==> src/rtl/bds_pkg.sv <==
package bds_pkg;

  localparam int unsigned PIXEL_W     = 8;
  localparam int unsigned ROW_WIDTH_W = 13;
  localparam int unsigned OUT_SIZE_W  = 11;
  localparam int unsigned COL_W       = 12;
  localparam int unsigned HSUM_W      = 10;
  localparam int unsigned TOT_W       = 12;
  localparam int unsigned CFG_DATA_W  = 13;
  localparam int unsigned CFG_IDX_W   = 2;

  // column index as wide as the largest supported line store
  localparam int unsigned KIDX_W = 12;

  localparam int unsigned Q_DEPTH = 4;
  localparam int unsigned Q_PTR_W = 2;
  localparam int unsigned Q_CNT_W = 3;

  localparam logic [ROW_WIDTH_W-1:0] ROW_WIDTH_RST = 13'd640;
  localparam logic [OUT_SIZE_W-1:0]  OUT_COLS_RST  = 11'd320;
  localparam logic [OUT_SIZE_W-1:0]  OUT_ROWS_RST  = 11'd240;
  localparam logic                   MODE_RST      = 1'b0;

  localparam logic [ROW_WIDTH_W-1:0] ROW_WIDTH_MAX = 13'd4096;
  localparam logic [OUT_SIZE_W-1:0]  OUT_ROWS_MAX  = 11'd1024;

  typedef enum logic [CFG_IDX_W-1:0] {
    CFG_ROW_WIDTH = 2'd0,
    CFG_OUT_COLS  = 2'd1,
    CFG_OUT_ROWS  = 2'd2,
    CFG_MODE      = 2'd3
  } cfg_idx_e;

  typedef struct packed {
    logic [ROW_WIDTH_W-1:0] row_width;
    logic [OUT_SIZE_W-1:0]  out_cols;
    logic [OUT_SIZE_W-1:0]  out_rows;
    logic                   mode;
  } cfg_t;

  // one column update or block result, handed from front to back
  typedef struct packed {
    logic [KIDX_W-1:0] k;
    logic [HSUM_W-1:0] hsum;
    logic              first;
    logic              emit;
    logic              row_end;
    logic              frame_end;
    logic              mode;
  } item_t;

endpackage

==> src/rtl/bds_front.sv <==
module bds_front #(
  parameter int unsigned MAX_OUT_COLS = 1024
) (
  input  logic                            clk_i,
  input  logic                            rst_ni,
  input  bds_pkg::cfg_t                   cfg_i,
  input  logic                            accept_i,
  input  logic [bds_pkg::PIXEL_W-1:0]     pixel_i,
  input  logic                            frame_start_i,
  output logic                            push_o,
  output bds_pkg::item_t                  item_o
);

  logic [bds_pkg::COL_W-1:0]  col_q, col_d, col_cur;
  logic [bds_pkg::COL_W-1:0]  row_q, row_d, row_cur;
  logic [bds_pkg::HSUM_W-1:0] hsum_q, hsum_d, hsum_cur, h;
  logic                       done_q, done_d, done_cur;

  logic [12:0] w, oc_div, oc_a, oc, total_rows, col_inc;
  logic [10:0] orows;
  logic [14:0] oc_span;
  logic        in_range, lx_zero, lx_last, ly_zero, ly_last, wrap, re, fe;
  logic [bds_pkg::KIDX_W-1:0] k_full;

  assign col_cur  = frame_start_i ? '0 : col_q;
  assign row_cur  = frame_start_i ? '0 : row_q;
  assign hsum_cur = frame_start_i ? '0 : hsum_q;
  assign done_cur = frame_start_i ? 1'b0 : done_q;

  always_comb begin
    if (cfg_i.row_width == '0) begin
      w = 13'd1;
    end else if (cfg_i.row_width > bds_pkg::ROW_WIDTH_MAX) begin
      w = bds_pkg::ROW_WIDTH_MAX;
    end else begin
      w = cfg_i.row_width;
    end
  end

  assign oc_div = cfg_i.mode ? {2'b00, w[12:2]} : {1'b0, w[12:1]};
  assign oc_a   = (oc_div > {2'b00, cfg_i.out_cols}) ? {2'b00, cfg_i.out_cols} : oc_div;
  assign oc     = (oc_a > 13'(MAX_OUT_COLS)) ? 13'(MAX_OUT_COLS) : oc_a;
  assign orows  = (cfg_i.out_rows > bds_pkg::OUT_ROWS_MAX) ? bds_pkg::OUT_ROWS_MAX
                                                           : cfg_i.out_rows;
  assign total_rows = cfg_i.mode ? {orows, 2'b00} : {1'b0, orows, 1'b0};
  assign oc_span    = cfg_i.mode ? {oc, 2'b00} : {1'b0, oc, 1'b0};

  assign in_range = ({1'b0, row_cur} < total_rows) && ({3'b000, col_cur} < oc_span);
  assign lx_zero  = cfg_i.mode ? (col_cur[1:0] == 2'b00) : !col_cur[0];
  assign lx_last  = cfg_i.mode ? (col_cur[1:0] == 2'b11) : col_cur[0];
  assign ly_zero  = cfg_i.mode ? (row_cur[1:0] == 2'b00) : !row_cur[0];
  assign ly_last  = cfg_i.mode ? (row_cur[1:0] == 2'b11) : row_cur[0];
  assign k_full   = cfg_i.mode ? {2'b00, col_cur[11:2]} : {1'b0, col_cur[11:1]};

  assign h  = (lx_zero ? '0 : hsum_cur) + {2'b00, pixel_i};
  assign re = ({1'b0, k_full} == (oc - 13'd1));
  assign fe = re && ({1'b0, row_cur} == (total_rows - 13'd1));

  assign col_inc = {1'b0, col_cur} + 13'd1;
  assign wrap    = (col_inc >= w);

  always_comb begin
    col_d  = col_cur;
    row_d  = row_cur;
    hsum_d = hsum_cur;
    done_d = done_cur;
    if (!done_cur) begin
      if (in_range) begin
        hsum_d = h;
      end
      if (wrap) begin
        col_d = '0;
        if ((total_rows != '0) && ({1'b0, row_cur} >= (total_rows - 13'd1))) begin
          done_d = 1'b1;
        end else begin
          row_d = row_cur + 12'd1;
        end
      end else begin
        col_d = col_inc[11:0];
      end
    end
  end

  always_ff @(posedge clk_i or negedge rst_ni) begin
    if (!rst_ni) begin
      col_q  <= '0;
      row_q  <= '0;
      hsum_q <= '0;
      done_q <= 1'b0;
    end else if (accept_i) begin
      col_q  <= col_d;
      row_q  <= row_d;
      hsum_q <= hsum_d;
      done_q <= done_d;
    end
  end

  // only the right-hand pixel of a block row touches the line store
  assign push_o = accept_i && !done_cur && in_range && lx_last;

  always_comb begin
    item_o.k         = k_full;
    item_o.hsum      = h;
    item_o.first     = ly_zero;
    item_o.emit      = ly_last;
    item_o.row_end   = re;
    item_o.frame_end = fe;
    item_o.mode      = cfg_i.mode;
  end

endmodule

==> config.mk <==
export PLATFORM = sky130hd
export DESIGN_NAME = bds_front
export DESIGN_NICKNAME = d
export VERILOG_FILES = /design/src/rtl/bds_pkg.sv /design/src/rtl/bds_front.sv
export SDC_FILE = /design/constraint.sdc
export NUM_CORES = 1
export LEC_CHECK = 0
export ABC_CLOCK_PERIOD_IN_PS = 10000
export BUFFER_PORTS_ARGS = -buffer_cell sky130_fd_sc_hd__buf_2
export CAP_MARGIN = 20
export CORE_MARGIN = 2
export CORE_UTILIZATION = 45
export DETAILED_ROUTE_END_ITERATION = 10
export HOLD_SLACK_MARGIN = 0.08
export PLACE_DENSITY = 0.76
export SYNTH_ARGS = -nofsm -noshare
export SYNTH_HDL_FRONTEND = slang
export SYNTH_SLANG_ARGS = --single-unit
==> constraint.sdc <==
create_clock -name clk_i -period 10 [get_ports clk_i]
set_input_delay 1.5 -clock clk_i [delete_from_list [all_inputs] [get_ports clk_i]]
set_output_delay 1.5 -clock clk_i [all_outputs]
set_load 0.03 [all_outputs]
==> flow_summary.ini, run 1 <==
[run_status]
run_status = complete, no violations

[clock_network]
clk_pin_slew_ps = 50
clk_latency_ps = 270
holdBufCountCts = 0
clock_path_buffers = 2
htreeDepth = 2
cts_resized = 0
clockRootBuffer = clkbuf_16
cts_tree = yes
cts_setup_buffers = 0
cts_buffers = 5
numClockSinks = 35

[floorplanning]
die_x_microns = 119
die_h_microns = 119
ioPinCount = 76
core_area_sq_mm = 0.0128
initial_utilization_pct = 46.5
fp-row-count = 41
die-area_sq_mm = 0.0141

[cells_and_area]
final_common_cell = nand2_1
areaGrowthSynthToFinish_pct = 9.40
fillers = 1256
final_cell_mix = nand2_1, buf_2, ha_1
fin_nets = 959
num_antenna_cells = 0
drive_above_1_share_pct = 15.0

[global_routing]
antenna_found_initial = 0
grtUsageTotal_pct = 23.6
grt_pass1_wl_microns = 27700
grt-ovfl-total = 0
grt_max_degree = 47
grt_pass1_vias = 5569

[pwr]
vdd_drop_max_mv = 0.0768
power_mw = 0.607
p_leak_nw = 3.18
pwr_density_cell_mw_per_mm2 = 93.5

[critical_path]
worstPathMaxFanout = 22
crit_required_ps = 8500
endpoint_kind = primary output
ff2ff_setup_slack_ps = 5770
startpoint_type = input port
critPathArrivalTime_ps = 7350
crit_type = in2out

[placement]
place.detailed.hpwl_microns = 13700
gp_congestion = 0.944
port_buffers = 74

[synthesis]
synth-main-ff-cell = dfrtp_1
yosysWarningCount = 0
synth_edf_count = 0
ys_seq_area_share_pct = 14.8
yosys.cell_types.count = 80
syn_inst = 793
syn-num-nets = 912
syn-mean-instance-area_sq_um = 7.49
synth.cell_area_sq_mm = 0.00594
ys_ff_latch = 35
synthArstFlopShare_pct = 100

[sta]
hold_viol_final = 0
fin_crit_sh_pct = 88.5
fin_crit_ps = 8850
finalMaxSlewViolations = 0
rsz0062_at_grt = no
tns_ps = 0
slew_headroom_pct = 41.4
timing.fmax_mhz = 113
finalSetupViolations = 0
tightestPinTransition_ps = 872
skew_ps = 1.88
hold_ws_ps = 493

[route]
drt-total-wl_microns = 16900
detail_route.wl_per_cell_microns = 16.6
drtIter0Drc = 657
drc = 0
vias = 6050
dr.pass1.iters = 7
via_per_inst = 5.97
ant_nets = 0

[run]
max_cap_viol_count = 0

[min_path]
hold_path.class = reg2reg
kinds of logic after synthesis:
group,Yosys count,synth area share [%]
adders and majority gates,71,15.1
and+or+nand+nor,330,29.0
muxes,28,4.93
DFF,35,14.8
other,1,0.0632
buffers and inverters,80,6.20
xor gates and xnor gates,38,5.61
AOI/OAI and AO/OA,210,24.4
through the flow:
step	instance area (sq um)	std cells	utilization (%)	setup WS (ps)
after global placement	6360	1005	49.8	1400
after detailed placement	6360	1005	49.8	1260
after global routing	6490	1013	50.8	680
after floorplan	5940	793	-	1440
final	6490	1013	50.8	1150
after CTS	6490	1013	50.8	1240
cell usage after synthesis, types with 5 or more instances:
library cell    n  area [sq um]
buf_4           8          60.1
o31ai_1         7          52.6
dfrtp_1        35           876
nand4_1        11          68.8
nand3_1        28           140
ha_1           70           876
nor3_1         28           140
a22o_1         13           114
o21a_1          8          60.1
clkbuf_1       17          63.8
nor4_1         11          68.8
nand2_1       105           394
buf_2           6          30.0
mux2_2         10           113
nand2b_1        6          37.5
nor2b_1        31           194
o211ai_1        8          60.1
xnor2_1        22           193
o21ai_1         7          35.0
a21o_1         19           143
buf_1           5          18.8
nor2_1         49           184
o21ai_0        32           160
or2_2           8          50.1
mux2i_1        18           180
a211oi_1        8          60.1
inv_1          39           146
a21oi_1        54           270
or4_1           5          37.5
and2_1         10          62.6
xor2_1         16           140
a31oi_1         7          43.8
or3_1           7          43.8
and3_1         12          75.1
per-layer routing:
layer | wire (microns) | global-route usage, % | vias to the layer above
met5 | 0 | 0 | -
met4 | 200 | 4.32 | 0
met3 | 958 | 1.82 | 17
met2 | 7960 | 38.9 | 204
met1 | 7740 | 33.9 | 2837
li1 | - | - | 2992
registers in the layout, summed over array words and instances (netlist names):
| name | count |
|---|---|
| row_q | 12 |
| col_q | 12 |
| hsum_q | 10 |
| done_q | 1 |
power by group:
| group | switching, mW | total, mW | internal (mW) |
|---|---|---|---|
| Clock | 0.0540 | 0.146 | 0.0919 |
| Sequential | 0.00962 | 0.165 | 0.155 |
| Combinational | 0.184 | 0.296 | 0.112 |
| Total | 0.248 | 0.607 | 0.359 |
critical path, cell delays in order:
cell and delay, ps:
buf_2 210, inv_1 350, mux2_2 390, ha_1 310, nand3_1 110, or2_1 340
nor2b_1 320, nor3_1 100, buf_4 190, o21ai_1 330, nand2_1 260, a21oi_1 210
inv_1 80, mux2_2 260, ha_1 180, a21o_1 180, a21o_1 170, a21oi_1 150
nand2_1 90, a2111oi_1 430, o21ai_1 210, a221oi_4 530, nor2b_1 210, buf_2 210
path summary, 6_finish.rpt:
check,depth (start not counted),to,from
worst max-delay path,24,push_o,cfg_i[35]
worst min-delay path,1,hsum_q[7],hsum_q[7]
worst max register to register,14,row_q[5],col_q[2]
worst min register to register,1,hsum_q[7],hsum_q[7]
max in group asynchronous,1,row_q[6],rst_ni
min in group asynchronous,1,hsum_q[5],rst_ni
cell type report:
type                    instances  area (sq um)  area share [%]
inverters                      40           150            2.31
flip-flops and latches         35           876            13.5
multi-input cells             678          4700            72.4
clock inverters                 1          5.00          0.0771
repair buffers                 80           415            6.40
clock buffers                   7           133            2.04
well taps                     172           215            3.31
Power figures use the tool's default switching activity.
==> run 2, diff against run 1 <==
- CORE_UTILIZATION: 45 -> 52
- PLACE_DENSITY: 0.76 -> 0.84
==> run 2 against run 1 <==
Against the previous run: clock power is 24% higher; clock skew is 6.3 ps higher; clock-buffer cell count is 2 lower; power is 5.9% higher; non-clock buffer count is 1 lower; largest cell class unchanged; sequential power hardly changed; maximum frequency is 0.90% higher.
==> flow_summary.ini, run 2 (synthesis results as in run 1) <==
[placement]
port_buffers = 74
place_ws_ps = 1320
placed_cell_area_sq_mm = 0.00631
gp_congestion = 0.992
place.detailed.hpwl_microns = 13500

[floorplanning]
fp-row-count = 39
core_area_sq_mm = 0.0113
initial_utilization_pct = 52.7
die_h_microns = 111
ioPinCount = 76
die_x_microns = 111
die-area_sq_mm = 0.0123

[critical_path]
ff2ff_setup_slack_ps = 5870
critPathArrivalTime_ps = 7270
crit_type = in2out
worstPathMaxFanout = 22
endpoint_kind = primary output
startpoint_type = input port
crit_required_ps = 8500

[sta]
rsz0062_at_grt = no
slew_headroom_pct = 38.3
fin_crit_sh_pct = 87.7
finalMaxSlewViolations = 0
tns_ps = 0
setup_slack_ps = 1230
tightestPinTransition_ps = 920
finalSetupViolations = 0
skew_ps = 8.21
timing.fmax_mhz = 114
hold_viol_final = 0
fin_crit_ps = 8770

[clock_network]
cts_setup_buffers = 0
cts_resized = 0
cts_buffers = 5
clockRootBuffer = clkbuf_16
clk_latency_ps = 280
holdBufCountCts = 0
clock_path_buffers = 2
clk_pin_slew_ps = 60
numClockSinks = 35
cts_tree = yes
htreeDepth = 2

[route]
detail_route.wl_per_cell_microns = 17.2
dr.pass1.iters = 5
drc = 0
ant_nets = 0
drtIter0Drc = 549
vias = 6105
via_per_inst = 6.21
drt-total-wl_microns = 16900

[global_routing]
grt-ovfl-total = 0
grt_pass1_vias = 5621
grt_pass1_wl_microns = 27500
grt_max_degree = 48
antenna_found_initial = 0
grtUsageTotal_pct = 26.6

[cells_and_area]
areaGrowthSynthToFinish_pct = 9.19
top_regs = col_q: 12 flops, row_q: 12 flops, hsum_q: 10 flops
ff_latch_area_sq_um = 876
drive_above_1_share_pct = 15.1
fin_nets = 958
num_antenna_cells = 0
fillers = 1065
final_common_cell = nand2_1
postLayoutCellArea_sq_mm = 0.00648
postLayoutCoreUtil_pct = 57.5
final_cell_mix = nand2_1, buf_2, ha_1
multiInputGateArea_sq_mm = 0.00470

[pwr]
power_frac_comb_pct = 46.3
intPower_mw = 0.385
p_leak_nw = 3.19
sw_frac_of_total_pct = 40.1
p_seq_share_pct = 25.5
pwr_density_cell_mw_per_mm2 = 99.1
switchingPower_mw = 0.258
vdd_drop_max_mv = 0.0675
p_clk_share_pct = 28.2

[min_path]
hold_path.class = reg2reg

[run_status]
run_status = complete, no violations

[run]
max_cap_viol_count = 0
[run 2: power groups by stage]
stage                     sequential [mW]  clock (mW)  combinational, mW
final                               0.164       0.181              0.297
after global routing                0.166       0.187              0.326
after CTS                           0.164       0.181              0.294
after detailed placement            0.167           0              0.293
after global placement              0.166           0              0.289
after floorplan                     0.164           0              0.220
[run 2: worst paths after layout]
check                      depth (start not counted)       from         to
setup / recovery                                  24  cfg_i[35]     push_o
hold / removal                                     2  col_q[11]  col_q[11]
setup reg to reg                                  16   col_q[0]   row_q[5]
hold reg to reg                                    2  col_q[11]  col_q[11]
max in group asynchronous                          1     rst_ni   col_q[1]
min in group asynchronous                          1     rst_ni   col_q[9]
[run 2: routing by layer]
| layer | GRT usage [%] | wire length (microns) | up-vias |
|---|---|---|---|
| met5 | 0 | 0 | - |
| met4 | 7.17 | 350 | 0 |
| met1 | 35.7 | 7400 | 2828 |
| met3 | 3.94 | 1210 | 34 |
| met2 | 44.8 | 7960 | 260 |
| li1 | - | - | 2983 |
[run 2: critical path: stages]
cell	delay (ps)
buf_2	210
inv_1	360
mux2_2	390
ha_1	320
nand3_1	90
or2_1	330
nor2b_1	300
nor3_1	110
buf_4	190
o21ai_1	330
nand2_1	260
a21oi_1	220
inv_1	80
mux2_2	270
ha_1	170
a21o_1	170
a21o_1	170
a21oi_1	140
nand2_1	80
a2111oi_1	430
o21ai_1	200
a221oi_4	540
nor2b_1	190
buf_2	210
[run 2: layout make-up]
class                           count  area share (%)
Timing Repair Buffer               79            6.29
Clock buffer                        5            1.93
Inverter                           40            2.32
Multi-Input combinational cell    678            72.5
Sequential cell                    35            13.5
Clock inverter                      3           0.676
Tap cell                          143            2.76
[run 2: through the flow]
step	hold slack (ps)	std cells	power, mW
final	483	983	0.642
after global routing	513	983	0.678
after CTS	487	983	0.639
after detailed placement	474	975	0.459
after global placement	464	975	0.455
after floorplan	450	793	0.384
