[src/rtl/bds_pkg.sv]
package bds_pkg;

  localparam int unsigned PIXEL_W     = 8;
  localparam int unsigned ROW_WIDTH_W = 13;
  localparam int unsigned OUT_SIZE_W  = 11;
  localparam int unsigned COL_W       = 12;
  localparam int unsigned HSUM_W      = 10;
  localparam int unsigned TOT_W       = 12;
  localparam int unsigned CFG_DATA_W  = 13;
  localparam int unsigned CFG_IDX_W   = 2;

  // column index as wide as the largest supported line store
  localparam int unsigned KIDX_W = 12;

  localparam int unsigned Q_DEPTH = 4;
  localparam int unsigned Q_PTR_W = 2;
  localparam int unsigned Q_CNT_W = 3;

  localparam logic [ROW_WIDTH_W-1:0] ROW_WIDTH_RST = 13'd640;
  localparam logic [OUT_SIZE_W-1:0]  OUT_COLS_RST  = 11'd320;
  localparam logic [OUT_SIZE_W-1:0]  OUT_ROWS_RST  = 11'd240;
  localparam logic                   MODE_RST      = 1'b0;

  localparam logic [ROW_WIDTH_W-1:0] ROW_WIDTH_MAX = 13'd4096;
  localparam logic [OUT_SIZE_W-1:0]  OUT_ROWS_MAX  = 11'd1024;

  typedef enum logic [CFG_IDX_W-1:0] {
    CFG_ROW_WIDTH = 2'd0,
    CFG_OUT_COLS  = 2'd1,
    CFG_OUT_ROWS  = 2'd2,
    CFG_MODE      = 2'd3
  } cfg_idx_e;

  typedef struct packed {
    logic [ROW_WIDTH_W-1:0] row_width;
    logic [OUT_SIZE_W-1:0]  out_cols;
    logic [OUT_SIZE_W-1:0]  out_rows;
    logic                   mode;
  } cfg_t;

  // one column update or block result, handed from front to back
  typedef struct packed {
    logic [KIDX_W-1:0] k;
    logic [HSUM_W-1:0] hsum;
    logic              first;
    logic              emit;
    logic              row_end;
    logic              frame_end;
    logic              mode;
  } item_t;

endpackage

[src/rtl/bds_queue.sv]
module bds_queue (
  input  logic           clk_i,
  input  logic           rst_ni,
  input  logic           push_i,
  input  bds_pkg::item_t item_i,
  input  logic           pop_i,
  output bds_pkg::item_t head_o,
  output logic           full_o,
  output logic           empty_o
);

  bds_pkg::item_t                entry_q [bds_pkg::Q_DEPTH];
  logic [bds_pkg::Q_PTR_W-1:0]   wptr_q, rptr_q;
  logic [bds_pkg::Q_CNT_W-1:0]   cnt_q;

  assign full_o  = (cnt_q == bds_pkg::Q_CNT_W'(bds_pkg::Q_DEPTH));
  assign empty_o = (cnt_q == '0);
  assign head_o  = entry_q[rptr_q];

  always_ff @(posedge clk_i or negedge rst_ni) begin
    if (!rst_ni) begin
      wptr_q <= '0;
      rptr_q <= '0;
      cnt_q  <= '0;
    end else begin
      if (push_i) begin
        wptr_q <= wptr_q + 1'b1;
      end
      if (pop_i) begin
        rptr_q <= rptr_q + 1'b1;
      end
      if (push_i && !pop_i) begin
        cnt_q <= cnt_q + 1'b1;
      end else if (!push_i && pop_i) begin
        cnt_q <= cnt_q - 1'b1;
      end
    end
  end

  always_ff @(posedge clk_i) begin
    if (push_i) begin
      entry_q[wptr_q] <= item_i;
    end
  end

endmodule

[config.mk]
export PLATFORM = sky130hd
export DESIGN_NAME = bds_queue
export DESIGN_NICKNAME = d
export VERILOG_FILES = /design/src/rtl/bds_pkg.sv /design/src/rtl/bds_queue.sv
export SDC_FILE = /design/constraint.sdc
export NUM_CORES = 1
export LEC_CHECK = 0
export ABC_CLOCK_PERIOD_IN_PS = 1810
export BUFFER_PORTS_ARGS = -buffer_cell sky130_fd_sc_hd__buf_2
export CAP_MARGIN = 20
export CORE_UTILIZATION = 33
export CTS_BUF_LIST = sky130_fd_sc_hd__clkbuf_4
export DETAILED_ROUTE_END_ITERATION = 16
export GPL_TIMING_DRIVEN = 0
export SKIP_LAST_GASP = 1
export SLEW_MARGIN = 20
export SYNTH_ARGS = -nofsm -noshare
export SYNTH_HDL_FRONTEND = slang
export SYNTH_SLANG_ARGS = --single-unit
[constraint.sdc]
create_clock -name clk_i -period 1.81 [get_ports clk_i]
set_clock_uncertainty 0.05 [all_clocks]
set_input_delay 0.181 -clock clk_i [delete_from_list [all_inputs] [get_ports clk_i]]
set_output_delay 0.181 -clock clk_i [all_outputs]
set_load 0.03 [all_outputs]
==> results of run 1 <==
[layout make-up]
class | instances | share of cell area, %
flip-flops and latches | 115 | 58.0
repair buffers | 101 | 17.0
multi-input cells | 50 | 13.8
well taps | 172 | 3.65
clock inverters | 14 | 3.61
clock buffers | 17 | 2.17
plain buffers | 6 | 1.47
inverters | 4 | 0.255
[path summary, 6_finish.rpt]
path | from | endpoint | slack (ns)
min reg2reg | cnt_q[2] | cnt_q[2] | 0.45
min | item_i[17] | entry_q[2][17] | 0.38
min in group asynchronous | rst_ni | cnt_q[2] | 0.58
max | rptr_q[0] | head_o[26] | -0.31
max reg2reg | wptr_q[0] | entry_q[0][18] | 0.15
max in group asynchronous | rst_ni | cnt_q[1] | 0.88
[report_power, final]
group | internal (mW) | leakage [nW] | total [mW] | switching, mW
Combinational | 2.09 | 0.855 | 4.18 | 2.09
Sequential | 3.49 | 1.07 | 3.65 | 0.159
Clock | 1.22 | 0.171 | 2.18 | 0.954
Total | 6.80 | 2.10 | 10.0 | 3.20
[critical path, stage by stage, from the launching register on]
cell,delay (ns)
dfrtp_1,0.43
buf_12,0.15
buf_6,0.10
buf_6,0.08
mux4_2,0.49
buf_6,0.15
[cell usage in the layout (no fill, tap or decap), drive strengths merged, types with 5 or more instances in the layout]
master       instances
edfxtp             108
buf                 76
dlygate4sd3         31
mux4                27
clkbuf              17
dfrtp                7
clkinv               6
ha                   5
bufinv               5
[routing by layer]
layer	GRT usage (%)	up-vias	share of wire [%]
met3	3.68	10	4.1
met5	0	-	0
met1	14.9	1075	43
met2	21.0	47	52
met4	6.15	0	1.4
li1	-	971	-
[what timing repair did]
item / CTS / global route
setup endpoints to repair: 27 / 27
hold endpoints to repair: 119 / 0
hold buffers: 31 / 0
gates resized for setup: 69 / 0
setup buffers: 5 / 0
cloned: 2 / 0
[state kept, by name (all words and copies together), names as in the netlist]
name	count
cnt_q	3
entry_q	108
rptr_q	2
wptr_q	2
[stage by stage]
step / instances / worst slack [ns]
floorplan: 175 / 0.0755
CTS: 479 / -0.359
global route: 479 / -0.415
finish: 479 / -0.313
detailed placement: 410 / 0.0827
global placement: 406 / -0.499
[logic make-up (layout without fill, tap and decap cells)]
group,after synthesis,in the layout,synth area share [%]
compound gates,1,1,0.116
xor+xnor,6,6,1.22
fa+ha+maj,6,6,1.92
buf+inv,10,142,1.60
flops,115,115,79.5
mux,28,28,14.5
simple gates,9,9,1.13
==> results_dict.tcl, run 1 <==
set metrics [dict create \
    leakage_nw 2.10 \
    io_buffers 59 \
    setup_viol 27 \
    final_cell_area_sq_um 5890 \
    ios 60 \
    place_congestion 0.619 \
    n_fill_cell 1084 \
    clk_pin_slew_ns 0.11 \
    synth_nets 212 \
    violations "setup timing" \
    cts_buffers 17 \
    drive_above_1_share_pct 45.0 \
    avgSynthCellArea_sq_um 24.6 \
    first_global_vias 2264 \
    relSlewSlack_pct 69.2 \
    synth.most_common_cell "edfxtp_1" \
    synth_area_leader_cell "edfxtp_1" \
    synth_commonest_cells "edfxtp_1 (108), mux4_2 (26), dfrtp_1 (7)" \
    slew_violations 0 \
    die_w_um 116 \
    cts.sinks 115 \
    grt_max_degree 18 \
    postSynth.asyncResetShare_pct 6.09 \
    crit_required_ns 1.58 \
    hold_path.class "in -> reg" \
    synth_edf_count 108 \
    num_vias 2103 \
    cts_buffer_depth 2 \
    hold_path_depth 2 \
    viasPerCell 4.39 \
    initial_core_util_pct 33.9 \
    diodes 0 \
    rows 41 \
    ys_types 20 \
    cap_violations 0 \
    status "finished, violations left" \
    grt_pass1_wl_um 11900 \
    setup_tns_ns -7.46 \
    reg2reg_depth 4 \
    synth_area_leaders "edfxtp_1 (75%), mux4_2 (14%), dfrtp_1 (4.1%)" \
    ir_drop_uv 659 \
    clkLatencyLatePin_ns 0.48 \
    seq_area_frac_synth_pct 79.5 \
    htreeDepth 4 \
    area_growth_pct 37.0 \
    drc 0 \
    arrival_ns 1.89 \
    netlist_area_sq_um 4300 \
    worstPathMaxFanout 4 \
    coreArea_sq_um 12700 \
    ff_latch_area_sq_um 3420 \
    utilization_pct 46.5 \
    dp_hpwl_um 4590 \
    fin_nets 332 \
    drt_first_iter_violations 66 \
    cp-start-kind "flop" \
    synth_top_area_share_pct 75.4 \
    finalPower_mw 10.0 \
    ys_seq_elements 115 \
    placed_cell_area_sq_um 4920 \
    synth_top_flop_cell "edfxtp_1" \
    p_per_area_nw_per_um2 1700 \
    critPathKind "reg -> out" \
    wl_per_cell_um 15.8 \
    dieArea_sq_um 13500 \
    critPathCaptureType "output pin" \
    dr.pass1.iters 4 \
    worstMarginPinSlew_ns 0.463 \
    ys.warnings.count 0 \
    wl_um 7570 \
    synthCells 175 \
    dieHeight_um 116 \
    clock.fmax_ghz 0.471 \
    multiInputGateArea_sq_um 813 \
    ant_nets 0 \
    fin_crit_sh_pct 117 \
    tritoncts "yes" \
    setup_slack_ns -0.313 \
    rsz0062_at_grt "true" \
    whs_ns 0.385 \
    overflow 0 \
    root_buffer "clkbuf_4" \
    antenna_found_initial 0 \
    final_hold_viol_count 0 \
    min_period_ns 2.12 \
    track_usage_pct 12.5 \
]
(Power assumes the default switching activity.)
==> run 2: changes to the inputs <==
--- a/config.mk
+++ b/config.mk
@@ -10,3 +10,3 @@
 export CAP_MARGIN = 20
-export CORE_UTILIZATION = 33
+export CORE_UTILIZATION = 50
 export CTS_BUF_LIST = sky130_fd_sc_hd__clkbuf_4
@@ -14,2 +14,3 @@
 export GPL_TIMING_DRIVEN = 0
+export PLACE_DENSITY = 0.74
 export SKIP_LAST_GASP = 1
--- a/constraint.sdc
+++ b/constraint.sdc
@@ -4,2 +4,2 @@
 set_output_delay 0.181 -clock clk_i [all_outputs]
-set_load 0.03 [all_outputs]
+set_load 0.01 [all_outputs]
==> run 2 against run 1 <==
The flow still finishes with violations (setup timing). Combinational power fell by 22%. First-iteration DRC count rose by 36%. Power fell by 12%. Critical path depth fell by 1. Sequential power barely moved. Flip-flop and latch count did not move. Worst hold slack improved by 0.022 ns. Highest routed layer unchanged. Maximum frequency rose by 4.7%. Critical endpoint is now head_o[6]. Final cell count fell by 14%.
==> results_dict.tcl, run 2 (synthesis gave the netlist of run 1 again) <==
set metrics [dict create \
    track_usage_pct 17.8 \
    mostFrequentLayoutCells "edfxtp_1 (108), buf_2 (36), dlygate4sd3_1 (31)" \
    dp_hpwl_um 4200 \
    p_per_area_nw_per_um2 1570 \
    rsz0062_at_grt "true" \
    status "finished, violations left" \
    clk_pin_slew_ns 0.10 \
    num_vias 2103 \
    overflow 0 \
    setup_slack_ns -0.218 \
    final_hold_viol_count 0 \
    cts_buffers 17 \
    drive_above_1_share_pct 43.6 \
    initial_core_util_pct 52.1 \
    critPathKind "reg -> out" \
    cts.sinks 115 \
    wl_um 7340 \
    io_buffers 59 \
    n_fill_cell 530 \
    clkPwrFrac_pct 21.6 \
    min_period_ns 2.03 \
    setup_viol 27 \
    grt_pass1_wl_um 11000 \
    area_growth_pct 30.7 \
    cts_buffer_depth 2 \
    first_global_vias 2244 \
    tritoncts "yes" \
    switching_share_pct 27.4 \
    fin_nets 330 \
    ant_nets 0 \
    wl_per_cell_um 17.9 \
    cap_violations 0 \
    p_comb_share_pct 36.7 \
    utilization_pct 68.1 \
    dieArea_sq_um 8970 \
    violations "setup timing" \
    htreeDepth 4 \
    ios 60 \
    rows 33 \
    pwr-share-seq_pct 41.6 \
    clkLatencyLatePin_ns 0.47 \
    antenna_found_initial 0 \
    grt_max_degree 28 \
    drc 0 \
    viasPerCell 5.13 \
    coreArea_sq_um 8260 \
    internal_power_mw 6.40 \
    finalPower_mw 8.82 \
    crit_required_ns 1.58 \
    slew_violations 0 \
    final_common_cell "edfxtp_1" \
    dr.pass1.iters 5 \
    switchingPower_mw 2.42 \
    diodes 0 \
    worstPathMaxFanout 6 \
    drt_first_iter_violations 90 \
    place_congestion 0.644 \
    clock.fmax_ghz 0.493 \
    whs_ns 0.407 \
    leakage_nw 2.03 \
    reg.largest.list "entry_q x108, cnt_q x3" \
    die_w_um 94.7 \
    arrival_ns 1.80 \
    root_buffer "clkbuf_4" \
    relSlewSlack_pct 51.0 \
    cp-start-kind "flop" \
    fin_crit_sh_pct 112 \
    ir_drop_uv 913 \
    largest_reg_flops 108 \
    critPathCaptureType "output pin" \
    hold_path.class "in -> reg" \
    regMostFlops "entry_q" \
    dieHeight_um 94.7 \
    worstMarginPinSlew_ns 0.735 \
]
[run 2: cell types whose count changed in the layout (fill, tap and decap cells not counted), sizes merged]
cell | previous run | this run
buf | 76 | 73
bufinv | 5 | 4
clkbuf | 17 | 18
clkinv | 6 | 8
clkinvlp | 3 | 2
[run 2: worst paths after layout]
kind / end / start / depth (start not counted) / slack [ns]
min in group asynchronous: cnt_q[1] / rst_ni / 3 / 0.62
worst min register to register: cnt_q[2] / cnt_q[2] / 1 / 0.45
max in group asynchronous: rptr_q[0] / rst_ni / 3 / 0.82
worst max register to register: entry_q[3][4] / wptr_q[0] / 2 / 0.16
worst min-delay path: entry_q[0][7] / item_i[7] / 2 / 0.41
worst max-delay path: head_o[6] / rptr_q[0] / 4 / -0.22
[run 2: what timing repair did]
item	4_1_cts	5_1_grt
gates cloned	1	1
hold buffers	31	0
endpoints found under the hold margin	119	0
resized for setup	14	26
endpoints found under the setup margin	27	108
buffers inserted	7	1
[run 2: area by class of cell]
type / instances / area, sq um / area share [%]
repair buffers: 99 / 855 / 15.2
clock inverters: 14 / 169 / 3.01
clock buffers: 17 / 128 / 2.27
flip-flops and latches: 115 / 3420 / 60.8
multi-input cells: 50 / 817 / 14.5
well taps: 105 / 131 / 2.34
plain buffers: 6 / 86.3 / 1.54
inverters: 4 / 15.0 / 0.267
[run 2: critical path, cell delays in order (launching register included)]
cell,delay (ns)
dfrtp_2,0.41
buf_12,0.13
clkbuf_16,0.14
mux4_2,0.51
buf_6,0.14
[run 2: metrics by stage]
step	cells	instance area (sq um)	setup slack, ns	setup TNS (ns)
after floorplan	175	4300	0.0755	0
after global placement	339	4730	-0.403	-38.60
after detailed placement	339	4730	0.0409	0
after CTS	409	5480	-0.255	-5.98
after global routing	410	5620	-0.324	-7.96
final	410	5620	-0.218	-5.35
[run 2: power groups by stage]
stage                     Clock (mW)  Sequential (mW)  Combinational (mW)
after floorplan                    0             3.67                1.63
after global placement             0             3.70                2.36
after detailed placement           0             3.73                2.41
final                           1.91             3.67                3.24
after global routing            2.07             3.72                3.48
after CTS                       1.95             3.68                2.85
[run 2: layer usage]
| layer | global-route usage [%] | share of wire, % |
|---|---|---|
| met5 | 0 | 0 |
| met4 | 6.06 | 1.5 |
| met3 | 6.60 | 3.7 |
| met2 | 30.7 | 53 |
| met1 | 20.4 | 42 |
==> run 3: changes to the inputs <==
ABC_CLOCK_PERIOD_IN_PS = 1800   (was 1810)
PLACE_DENSITY = unset   (was 0.74)
PLACE_DENSITY_LB_ADDON = 0.08   (was unset)
clock period = 1.8 ns   (was 1.81 ns; I/O delays follow)
==> run 3 against run 2 <==
The run still ends with setup timing left. Combinational power is 1% higher. Worst hold slack worse by 0.017 ns. Core utilization is 0.68 points higher. Clock-buffer cell count is 1 higher. Design area is 1.0% higher. Non-clock buffer count is 3 higher. Critical path depth stayed put. Critical path type unchanged.
==> results_dict.tcl, run 3 (synthesis gave the netlist of run 1 again) <==
set metrics [dict create \
    setup_slack_ns -0.247 \
    placed_cell_area_sq_um 4790 \
    initial_core_util_pct 52.1 \
    drive_above_1_share_pct 45.0 \
    final_cell_area_sq_um 5680 \
    dieArea_sq_um 8970 \
    grt_max_degree 28 \
    p_per_area_nw_per_um2 1560 \
    pwr-share-seq_pct 41.5 \
    fin_nets 333 \
    regMostFlops "entry_q" \
    area_growth_pct 32.0 \
    switchingPower_mw 2.47 \
    clkPwrFrac_pct 21.4 \
    critPathKind "reg -> out" \
    violations "setup timing" \
    die_w_um 94.7 \
    rr_endpoint "entry_q[3][23]" \
    cts.sinks 115 \
    status "finished, violations left" \
    ant_nets 0 \
    dieHeight_um 94.7 \
    fin_crit_sh_pct 114 \
    dp_hpwl_um 4020 \
    largest_reg_flops 108 \
    clk_pin_slew_ns 0.11 \
    finalPower_mw 8.85 \
    track_usage_pct 17.6 \
    utilization_pct 68.7 \
    multiInputGateArea_sq_um 813 \
    coreArea_sq_um 8260 \
    ir_drop_uv 749 \
    p_comb_share_pct 37.1 \
    crit_required_ns 1.57 \
    critPathCapture "head_o[8]" \
    detailedPlace.worstSlack_ns 0.144 \
    wl_um 6980 \
    num_vias 2061 \
    root_buffer "clkbuf_4" \
    setup_tns_ns -6.07 \
    first_global_vias 2142 \
    leakage_nw 2.04 \
    io_buffers 59 \
    cp-start-kind "flop" \
    overflow 0 \
    tritoncts "yes" \
    setup_viol 27 \
    drc 0 \
    clkLatencyLatePin_ns 0.48 \
    grt_pass1_wl_um 10900 \
    diodes 0 \
    slew_violations 0 \
    n_fill_cell 544 \
    reg.largest.list "entry_q x108, cnt_q x3" \
    worstMarginPinSlew_ns 0.741 \
    viasPerCell 4.98 \
    htreeDepth 4 \
    switching_share_pct 27.9 \
    cts_buffer_depth 2 \
    whs_ns 0.390 \
    dpl.cell_count 342 \
    rows 33 \
    dr.pass1.iters 4 \
    relSlewSlack_pct 50.6 \
    fin_cells 414 \
    wl_per_cell_um 16.9 \
    cts_buffers 17 \
    reg2reg_depth 2 \
    r2r_start "wptr_q[0]" \
    min_period_ns 2.05 \
    arrival_ns 1.82 \
    clock.fmax_ghz 0.489 \
    worstPathMaxFanout 6 \
    final_hold_viol_count 0 \
    cap_violations 0 \
    internal_power_mw 6.38 \
    antenna_found_initial 0 \
    drt_first_iter_violations 106 \
    startpoint "rptr_q[0]" \
    final_common_cell "edfxtp_1" \
    hold_path.class "in -> reg" \
    mostFrequentLayoutCells "edfxtp_1 (108), buf_2 (39), dlygate4sd3_1 (31)" \
    rsz0062_at_grt "true" \
    ios 60 \
    critPathCaptureType "output pin" \
    r2r_slack_ns 0.15 \
    ff_latch_area_sq_um 3420 \
    place_congestion 0.628 \
]
run 3: power groups by stage:
stage	Clock, mW	Sequential [mW]	Combinational [mW]
finish	1.90	3.67	3.28
global route	2.06	3.73	3.53
CTS	1.95	3.67	2.99
detailed placement	0	3.73	2.48
global placement	0	3.73	2.37
floorplan	0	3.69	1.64
run 3: area by class of cell:
class | instances | share of cell area, %
buffer | 6 | 1.45
tap | 105 | 2.31
sequential | 115 | 60.2
inverter | 4 | 0.264
clock inverter | 14 | 2.84
clock buffer | 18 | 2.38
timing repair buffer | 102 | 16.2
multi-input combinational | 50 | 14.3
run 3: layer usage:
metal	vias up	share of wire, %	track usage, %
met3	9	3.7	6.12
met4	0	1.2	7.58
met5	-	0	0
met1	1028	45	22.7
li1	973	-	-
met2	51	50	27.3
run 3: worst min path at each step:
stage / startpoint / endpoint / slack (ns) / cells after the start
after global placement: rst_ni / cnt_q[2] / -0.02 / 1
after floorplan: rst_ni / cnt_q[0] / -0.17 / 0
after CTS: item_i[11] / entry_q[2][11] / 0.34 / 2
final: item_i[6] / entry_q[1][6] / 0.39 / 2
after detailed placement: rst_ni / cnt_q[2] / -0.02 / 1
after global routing: item_i[11] / entry_q[2][11] / 0.35 / 2
run 3: critical path: stages (launching register included):
cell	delay [ns]
dfrtp_1	0.41
buf_12	0.15
buf_12	0.12
mux4_2	0.52
buf_6	0.14
run 3: repair_timing:
action	4_1_cts	5_1_grt
resized for setup	20	14
cloned	1	1
setup endpoints to repair	27	27
endpoints found under the hold margin	119	0
hold buffers	31	0
buffers inserted	6	1
